<file path="config.mk">
export PLATFORM = sky130hd
export DESIGN_NAME = multi_stream_lcg_range_draw_flat
export DESIGN_NICKNAME = d
export VERILOG_FILES = /design/src/rtl/core/mslrd_pkg.sv /design/src/rtl/core/mslrd_if.sv /design/src/rtl/core/multi_stream_lcg_range_draw.sv /design/src/flat_wrapper.sv
export SDC_FILE = /design/constraint.sdc
export NUM_CORES = 1
export LEC_CHECK = 0
export BUFFER_PORTS_ARGS = -buffer_cell sky130_fd_sc_hd__buf_2
export CAP_MARGIN = 15
export CORE_MARGIN = 5
export CORE_UTILIZATION = 50
export DETAILED_ROUTE_END_ITERATION = 8
export PLACE_DENSITY = 0.64
export SLEW_MARGIN = 40
export SYNTH_ARGS = -nofsm -noshare
export SYNTH_HDL_FRONTEND = slang
export SYNTH_SLANG_ARGS = --single-unit
</file>
<file path="constraint.sdc">
create_clock -name clk -period 10.6 [get_ports clk]
set_input_delay 0 -clock clk [delete_from_list [all_inputs] [get_ports clk]]
set_output_delay 0 -clock clk [all_outputs]
set_load 0.01 [all_outputs]
</file>
<file path="src/rtl/core/mslrd_pkg.sv">
// Shared constants and types of the multi-stream ranged random draw block.
package mslrd_pkg;

    // Stream bank and field widths
    localparam int STREAM_COUNT = 5;
    localparam int SEL_W        = 3;
    localparam int DATA_W       = 32;

    // Generator step: state * LCG_MUL + LCG_ADD, modulo 2^DATA_W
    localparam logic [DATA_W-1:0] LCG_MUL = 32'd10001;
    localparam logic [DATA_W-1:0] LCG_ADD = 32'd100001;

    // Restoring divider: one remainder bit per cycle
    localparam int DIV_STEPS = DATA_W;
    localparam int CNT_W     = $clog2(DIV_STEPS);

    // Command codes
    localparam logic CMD_SEED = 1'b0;
    localparam logic CMD_DRAW = 1'b1;

    // Sequencer states
    typedef enum logic [1:0] {
        ST_IDLE,
        ST_MUL,
        ST_DIV,
        ST_DONE
    } mslrd_state_t;

endpackage

</file>
<file path="src/rtl/core/mslrd_if.sv">
// Valid/ready channel interfaces for the command and result beats.
interface mslrd_cmd_if
    import mslrd_pkg::*;
();
    logic                     valid;
    logic                     ready;
    logic                     command;
    logic                     seed_all;
    logic [SEL_W-1:0]         stream_index;
    logic [DATA_W-1:0]        seed_value;
    logic signed [DATA_W-1:0] bound_a;
    logic signed [DATA_W-1:0] bound_b;

    modport source
    (
        output valid, command, seed_all, stream_index, seed_value, bound_a, bound_b,
        input  ready
    );

    modport sink
    (
        input  valid, command, seed_all, stream_index, seed_value, bound_a, bound_b,
        output ready
    );
endinterface

interface mslrd_draw_if
    import mslrd_pkg::*;
();
    logic                     valid;
    logic                     ready;
    logic signed [DATA_W-1:0] drawn_value;

    modport source
    (
        output valid, drawn_value,
        input  ready
    );

    modport sink
    (
        input  valid, drawn_value,
        output ready
    );
endinterface

</file>
<file path="src/rtl/core/multi_stream_lcg_range_draw.sv">
// Top level: five LCG streams with seed and ranged draw over a shared divider.
//
// Use: command beats arrive on cmd, drawn values leave on result; both are
// valid/ready channels and a beat moves when valid and ready are high together.
// A seed beat (command = seed) loads seed_value into the stream at stream_index
// (none if it is beyond the bank), or into all streams when seed_all is set; it yields no result.
// A draw beat with a valid stream_index yields one result beat; a draw naming
// a stream beyond the bank is dropped without a result.
// A draw with equal bounds goes straight to the final step and returns the first
// bound. Otherwise the generator multiply advances the stream, then the
// restoring divider (one remainder bit per cycle) forms state mod span, and the
// final step adds the lower bound. A full-range span skips the divider. cmd is
// not ready while a draw is in progress and is ready again once the result is
// registered; seeds may follow every cycle.
// The output register holds one finished value: the next command is taken while
// it waits, but a further draw holds in its final step until result is free.
// Reset clears all stream states to zero and empties the output register.
module multi_stream_lcg_range_draw
    import mslrd_pkg::*;
(
    input  logic         clk,
    input  logic         rst_n,
    mslrd_cmd_if.sink    cmd,
    mslrd_draw_if.source result
);

    mslrd_state_t      state_reg, state_next;
    logic [DATA_W-1:0] stream_reg [STREAM_COUNT];
    logic [SEL_W-1:0]  sel_reg, sel_next;
    logic [DATA_W-1:0] lo_reg, lo_next;
    logic [DATA_W-1:0] hi_reg, hi_next;
    logic [DATA_W-1:0] span_reg, span_next;
    logic [DATA_W-1:0] rem_reg, rem_next;
    logic [DATA_W-1:0] quo_reg, quo_next;
    logic [CNT_W-1:0]  cnt_reg, cnt_next;
    logic              out_valid_reg, out_valid_next;
    logic [DATA_W-1:0] out_value_reg, out_value_next;

    logic              idx_ok;
    logic              swap;
    logic              wr_all;
    logic              wr_one;
    logic [SEL_W-1:0]  wr_sel;
    logic [DATA_W-1:0] wr_data;
    logic [DATA_W-1:0] prod;
    logic [DATA_W-1:0] span_calc;
    logic [DATA_W:0]   shifted;
    logic [DATA_W:0]   trial;

    assign idx_ok = ({1'b0, cmd.stream_index} < (SEL_W+1)'(STREAM_COUNT));
    assign swap   = (cmd.bound_b < cmd.bound_a);

    // Generator step and span share the multiply cycle
    assign prod      = stream_reg[sel_reg] * LCG_MUL + LCG_ADD;
    assign span_calc = hi_reg - lo_reg + DATA_W'(1);

    // One restoring divider step
    assign shifted = {rem_reg, quo_reg[DATA_W-1]};
    assign trial   = shifted - {1'b0, span_reg};

    // Sequencer: next state and datapath controls
    always_comb
    begin
        state_next     = state_reg;
        sel_next       = sel_reg;
        lo_next        = lo_reg;
        hi_next        = hi_reg;
        span_next      = span_reg;
        rem_next       = rem_reg;
        quo_next       = quo_reg;
        cnt_next       = cnt_reg;
        out_valid_next = out_valid_reg && !result.ready;
        out_value_next = out_value_reg;
        cmd.ready      = 1'b0;
        wr_all         = 1'b0;
        wr_one         = 1'b0;
        wr_sel         = cmd.stream_index;
        wr_data        = cmd.seed_value;

        case (state_reg)
            ST_IDLE:
            begin
                cmd.ready = 1'b1;
                if (cmd.valid)
                begin
                    sel_next = cmd.stream_index;
                    case (cmd.command)
                        CMD_SEED:
                        begin
                            wr_all = cmd.seed_all;
                            wr_one = !cmd.seed_all && idx_ok;
                        end
                        CMD_DRAW:
                        begin
                            if (idx_ok)
                            begin
                                if (cmd.bound_a == cmd.bound_b)
                                begin
                                    // Equal bounds: return the first bound unchanged
                                    rem_next   = cmd.bound_a;
                                    lo_next    = '0;
                                    state_next = ST_DONE;
                                end
                                else
                                begin
                                    lo_next    = swap ? cmd.bound_b : cmd.bound_a;
                                    hi_next    = swap ? cmd.bound_a : cmd.bound_b;
                                    state_next = ST_MUL;
                                end
                            end
                        end
                        default:
                        begin
                            state_next = ST_IDLE;
                        end
                    endcase
                end
            end

            ST_MUL:
            begin
                // Advance the stream and set up the divider
                wr_one    = 1'b1;
                wr_sel    = sel_reg;
                wr_data   = prod;
                span_next = span_calc;
                quo_next  = prod;
                cnt_next  = '0;
                if (span_calc == '0)
                begin
                    // Full range: span wraps to zero, take the state as is
                    rem_next   = prod;
                    state_next = ST_DONE;
                end
                else
                begin
                    rem_next   = '0;
                    state_next = ST_DIV;
                end
            end

            ST_DIV:
            begin
                rem_next = trial[DATA_W] ? shifted[DATA_W-1:0] : trial[DATA_W-1:0];
                quo_next = {quo_reg[DATA_W-2:0], 1'b0};
                cnt_next = cnt_reg + CNT_W'(1);
                if (cnt_reg == CNT_W'(DIV_STEPS - 1))
                begin
                    state_next = ST_DONE;
                end
            end

            ST_DONE:
            begin
                // Hold until the output register is free
                if (!out_valid_reg || result.ready)
                begin
                    out_valid_next = 1'b1;
                    out_value_next = rem_reg + lo_reg;
                    state_next     = ST_IDLE;
                end
            end

            default:
            begin
                state_next = ST_IDLE;
            end
        endcase
    end

    // State register and output valid
    always_ff @(posedge clk or negedge rst_n)
    begin
        if (!rst_n)
        begin
            state_reg     <= ST_IDLE;
            out_valid_reg <= 1'b0;
        end
        else
        begin
            state_reg     <= state_next;
            out_valid_reg <= out_valid_next;
        end
    end

    // Stream bank: cleared at reset, seeded one entry or all at once, advanced one entry at a time
    always_ff @(posedge clk or negedge rst_n)
    begin
        if (!rst_n)
        begin
            for (int k = 0; k < STREAM_COUNT; k++)
            begin
                stream_reg[k] <= '0;
            end
        end
        else
        begin
            for (int k = 0; k < STREAM_COUNT; k++)
            begin
                if (wr_all || (wr_one && wr_sel == SEL_W'(k)))
                begin
                    stream_reg[k] <= wr_data;
                end
            end
        end
    end

    // Datapath registers
    always_ff @(posedge clk)
    begin
        sel_reg       <= sel_next;
        lo_reg        <= lo_next;
        hi_reg        <= hi_next;
        span_reg      <= span_next;
        rem_reg       <= rem_next;
        quo_reg       <= quo_next;
        cnt_reg       <= cnt_next;
        out_value_reg <= out_value_next;
    end

    assign result.valid       = out_valid_reg;
    assign result.drawn_value = out_value_reg;

    // Remainder stays below the divisor throughout the division
    assert property (@(posedge clk) disable iff (!rst_n)
        state_reg == ST_DIV |-> rem_reg < span_reg)
    else $error("divider remainder reached the span");

    // A result only appears at the end of the final step
    assert property (@(posedge clk) disable iff (!rst_n)
        $rose(out_valid_reg) |-> $past(state_reg == ST_DONE))
    else $error("result raised outside the final step");

    // The selected stream does not move while dividing
    assert property (@(posedge clk) disable iff (!rst_n)
        state_reg == ST_DIV |=> $stable(stream_reg[sel_reg]))
    else $error("stream changed during division");

    // Division ends after the last step
    assert property (@(posedge clk) disable iff (!rst_n)
        (state_reg == ST_DIV && cnt_reg == CNT_W'(DIV_STEPS - 1)) |=> state_reg == ST_DONE)
    else $error("divider overran its step count");

endmodule

</file>
<file path="src/flat_wrapper.sv">
// flat-port wrapper written by rule: the top's interface ports become plain ports
module multi_stream_lcg_range_draw_flat import mslrd_pkg::*;
  (clk, rst_n, cmd_valid, cmd_command, cmd_seed_all, cmd_stream_index, cmd_seed_value, cmd_bound_a, cmd_bound_b, cmd_ready, result_valid, result_drawn_value, result_ready);
  mslrd_cmd_if cmd_i ();
  mslrd_draw_if result_i ();
  input  logic clk;
  input  logic rst_n;
  input wire logic [$bits(cmd_i.valid)-1:0] cmd_valid;
  input wire logic [$bits(cmd_i.command)-1:0] cmd_command;
  input wire logic [$bits(cmd_i.seed_all)-1:0] cmd_seed_all;
  input wire logic [$bits(cmd_i.stream_index)-1:0] cmd_stream_index;
  input wire logic [$bits(cmd_i.seed_value)-1:0] cmd_seed_value;
  input wire logic [$bits(cmd_i.bound_a)-1:0] cmd_bound_a;
  input wire logic [$bits(cmd_i.bound_b)-1:0] cmd_bound_b;
  output wire logic [$bits(cmd_i.ready)-1:0] cmd_ready;
  output wire logic [$bits(result_i.valid)-1:0] result_valid;
  output wire logic [$bits(result_i.drawn_value)-1:0] result_drawn_value;
  input wire logic [$bits(result_i.ready)-1:0] result_ready;
  assign cmd_i.valid = cmd_valid;
  assign cmd_i.command = cmd_command;
  assign cmd_i.seed_all = cmd_seed_all;
  assign cmd_i.stream_index = cmd_stream_index;
  assign cmd_i.seed_value = cmd_seed_value;
  assign cmd_i.bound_a = cmd_bound_a;
  assign cmd_i.bound_b = cmd_bound_b;
  assign cmd_ready = cmd_i.ready;
  assign result_valid = result_i.valid;
  assign result_drawn_value = result_i.drawn_value;
  assign result_i.ready = result_ready;
  multi_stream_lcg_range_draw u_core (.clk(clk), .rst_n(rst_n), .cmd(cmd_i), .result(result_i));
endmodule
</file>
==> impl_metrics.yaml <==
run_status:
  outcome: "finished, final reports clean"
clock_tree:
  clkSlewWorstSetupHoldPaths_ps: 60
  tritoncts: "yes"
  cts.sinks: 363
  h-tree-depth: 2
  cts-buffers-inserted: 44
  clockRootBuffer: "sky130_fd_sc_hd__clkbuf_16"
  postCtsSetupRepairBufs: 0
  clockBufferDepth: 3
  clock_latency_ps: 570
logic_synthesis:
  synthesis.area_per_instance_um2: 9.74
  post_synth_inst_count: 2788
  synth_nets: 3271
  synthesis.yosys.warnings: 0
  synth-main-ff-cell: "sky130_fd_sc_hd__edfxtp_1"
  synth.cell_area_um2: 27100
  synth-seq-area-share_pct: 37.2
  synth_edf_count: 200
  ys_types: 73
  synth_async_sr_flop_share_pct: 44.9
  ys_seq_elements: 363
critical_path:
  critical_path.endpoint_type: "flop"
  timing.critical_path.slowest_cell_delay_ps: 610
  critical-path-top-delay-family: "compound AO/OA/AOI/OAI gates"
  critPathBufInv: 4
  crit_arrival_ps: 8560
  critical_path_cell_by_cell: "nor2b_2 -> buf_4 -> a21oi_1 -> o22ai_1 -> inv_1 -> ha_1 -> fa_1 -> inv_1 -> fa_1 -> inv_1 -> fa_1 -> ha_1 -> ha_1 -> a21o_1 -> a41oi_1 -> a21oi_1 -> a211oi_1 -> o31ai_1 -> a2111o_1 -> a31o_2 -> a21oi_1 -> xor2_1 -> o21ai_0 -> mux2_2"
  path_depth: 24
  regToRegStartpoint: "u_core.sel_reg[2]"
  critical_path.max_fanout: 18
  cp_slowest_cell: "sky130_fd_sc_hd__o22ai_1"
  worst_r2r_path_depth: 24
  reg2reg_to: "u_core.stream_reg[126]"
  critical_path.endpoint: "u_core.stream_reg[126]"
  startpoint_type: "flop"
  worst-r2r-setup-slack_ps: 2480
  path_class: "reg2reg"
  worst_ep_required_time_ps: 11040
  launching_element_of_the_worst_setup_path: "u_core.sel_reg[2]"
placement:
  routabilityCongestion: 0.915
  dp_hpwl_um: 55500
  io_buffer_count: 138
  detailedPlace.worstSlack_ps: 2510
cells_and_area:
  seqCellArea_um2: 10100
  highest_count_cells_in_the_layout_ignoring_fill_and_taps: "463 x sky130_fd_sc_hd__nor2_1, 289 x sky130_fd_sc_hd__ha_1, 279 x sky130_fd_sc_hd__inv_1"
  layout_commonest_cell: "sky130_fd_sc_hd__nor2_1"
  n_fill_cell: 4545
  multi_input_area_um2: 15800
  largest_reg_flops: 160
  fraction_of_layout_instances_using_a_drive_strength_above_1_pct: 13.1
  design.final.nets: 3524
  layout-area-overhead-vs-synth_pct: 16.4
route:
  vias: 21400
  dr.first_iter.drc_count: 1489
  wl_um: 74300
  drt-wirelength-per-cell_um: 19.7
  postRouteAntennaNets: 0
  routed_via_count_divided_by_cell_count: 5.68
  post-route-drc-count: 0
  detail_route.first_pass.iterations: 5
floorplan:
  initial_utilization_pct: 50.4
  chipWidth_um: 243
  floorplan.core_area_um2: 53800
  fp.dieArea_um2: 59000
  vertical_extent_of_the_die_um: 243
  placementRows: 85
  num_io_pins: 139
sta:
  max_slew.worst_pin.slew_ps: 857
  setup_ws_ps: 2480
  period_needed_ps: 8120
  grt_setup_unrepaired: "no"
  fin_worst_skew_ps: 20.8
  setup_violations: 0
  final_min_period_over_clock_period_pct: 76.6
  pins_over_slew_limit: 0
  maxClockFrequency_mhz: 123
  finalSetupTns_ps: 0
  hold_viol: 0
  max_slew_margin_pct: 42.9
grt:
  global_route.usage.total_pct: 24.9
  overflow_left_after_global_routing: 0
  grt_pass1_vias: 22200
  wire_length_of_the_first_global_routing_pass_um: 120000
  grt_start_max_net_pins: 74
  antenna_found_initial: 1
flow_run:
  number_of_max_capacitance_violations_reported: 0
worst_hold_path:
  hold_path.class: "in2reg"
-- through the flow --
step	util [%]	hold slack (ps)	std cells	area (um^2)
floorplan	-	-296	2788	27100
global placement	53.3	147	3551	28700
detailed placement	53.5	9.58	3557	28800
CTS	58.7	71.6	3769	31600
global route	58.7	153	3769	31600
finish	58.7	83.5	3770	31600
-- worst min-delay path: stages --
cell	delay, ps
sky130_fd_sc_hd__buf_2	120
sky130_fd_sc_hd__nand3_1	200
sky130_fd_sc_hd__a21oi_1	120
sky130_fd_sc_hd__nor2_1	120
sky130_fd_sc_hd__nor3_2	60
-- synth_stat cells (6+ instances only) --
library cell	n	area, um^2
sky130_fd_sc_hd__nor2_1	464	1740
sky130_fd_sc_hd__ha_1	291	3640
sky130_fd_sc_hd__inv_1	280	1050
sky130_fd_sc_hd__edfxtp_1	200	6010
sky130_fd_sc_hd__a21oi_1	193	966
sky130_fd_sc_hd__dfrtp_1	163	4080
sky130_fd_sc_hd__nand2_1	125	469
sky130_fd_sc_hd__mux2i_1	109	1090
sky130_fd_sc_hd__mux2_2	100	1130
sky130_fd_sc_hd__o21ai_0	89	445
sky130_fd_sc_hd__fa_1	87	1740
sky130_fd_sc_hd__xnor2_1	77	674
sky130_fd_sc_hd__clkbuf_1	75	282
sky130_fd_sc_hd__o22ai_1	52	325
sky130_fd_sc_hd__a21o_1	45	338
sky130_fd_sc_hd__xor2_1	35	307
sky130_fd_sc_hd__a31o_2	34	298
sky130_fd_sc_hd__nand3_1	30	150
sky130_fd_sc_hd__nor3_1	27	135
sky130_fd_sc_hd__nand2b_1	24	150
sky130_fd_sc_hd__o21a_1	23	173
sky130_fd_sc_hd__nor2b_1	21	131
sky130_fd_sc_hd__a211oi_1	17	128
sky130_fd_sc_hd__and3_1	17	106
sky130_fd_sc_hd__a31oi_1	16	100
sky130_fd_sc_hd__o211ai_1	16	120
sky130_fd_sc_hd__and2_1	14	87.6
sky130_fd_sc_hd__a211o_1	13	114
sky130_fd_sc_hd__o22a_1	13	114
sky130_fd_sc_hd__o21bai_1	12	90.1
sky130_fd_sc_hd__nand4_1	11	68.8
sky130_fd_sc_hd__nor4_1	10	62.6
sky130_fd_sc_hd__buf_1	9	33.8
sky130_fd_sc_hd__buf_2	9	45.0
sky130_fd_sc_hd__o2111ai_1	7	61.3
sky130_fd_sc_hd__o31ai_1	7	52.6
sky130_fd_sc_hd__or3_1	6	37.5
-- repair_timing --
| item | 4_1_cts | 5_1_grt |
|---|---|---|
| gates resized for setup | 0 | 0 |
| endpoints found under the hold margin | 344 | 0 |
| hold buffers | 134 | 0 |
-- routing by layer --
layer	wire length, um	vias to the layer above	track usage [%]
met5	13	-	0
met4	2520	2	8.38
met3	3890	146	3.11
met2	35300	605	42.1
met1	32600	10400	33.5
li1	-	10300	-
-- cell families (layout without fill, tap and decap cells) --
| logic type | count (synthesis) | count (layout) | share of synthesized area, % |
|---|---|---|---|
| other | 0 | 1 | 0 |
| muxes | 210 | 210 | 8.25 |
| and+or+nand+nor | 771 | 771 | 12.3 |
| buffers and inverters | 374 | 659 | 5.23 |
| DFF | 363 | 363 | 37.2 |
| xor gates and xnor gates | 112 | 112 | 3.61 |
| AOI/OAI and AO/OA | 580 | 580 | 13.7 |
| adders and majority gates | 378 | 378 | 19.8 |
-- how the worst min path moves through the flow --
stage / start / end / slack [ps] / cells after the start
6_report: cmd_command / u_core.state_reg[0] / 80 / 5
5_1_grt: cmd_command / u_core.state_reg[0] / 150 / 5
4_1_cts: cmd_command / u_core.state_reg[0] / 70 / 5
3_5_place_dp: rst_n / u_core.stream_reg[155] / 10 / 1
3_3_place_gp: rst_n / u_core.stream_reg[155] / 150 / 1
2_1_floorplan: rst_n / u_core.result.valid / -300 / 0
-- area by class of cell --
class                           count  share of cell area (%)
Clock buffer                       61                    4.11
Multi-Input combinational cell   2051                    50.0
Timing Repair Buffer              301                    7.42
Sequential cell                   363                    31.9
Inverter                          280                    3.33
Tap cell                          696                    2.76
Antenna cell                        1                 0.00792
Clock inverter                     17                   0.440
Power is not shown: default switching activity piles up to over one toggle a cycle in this logic, so the estimate is an artifact.
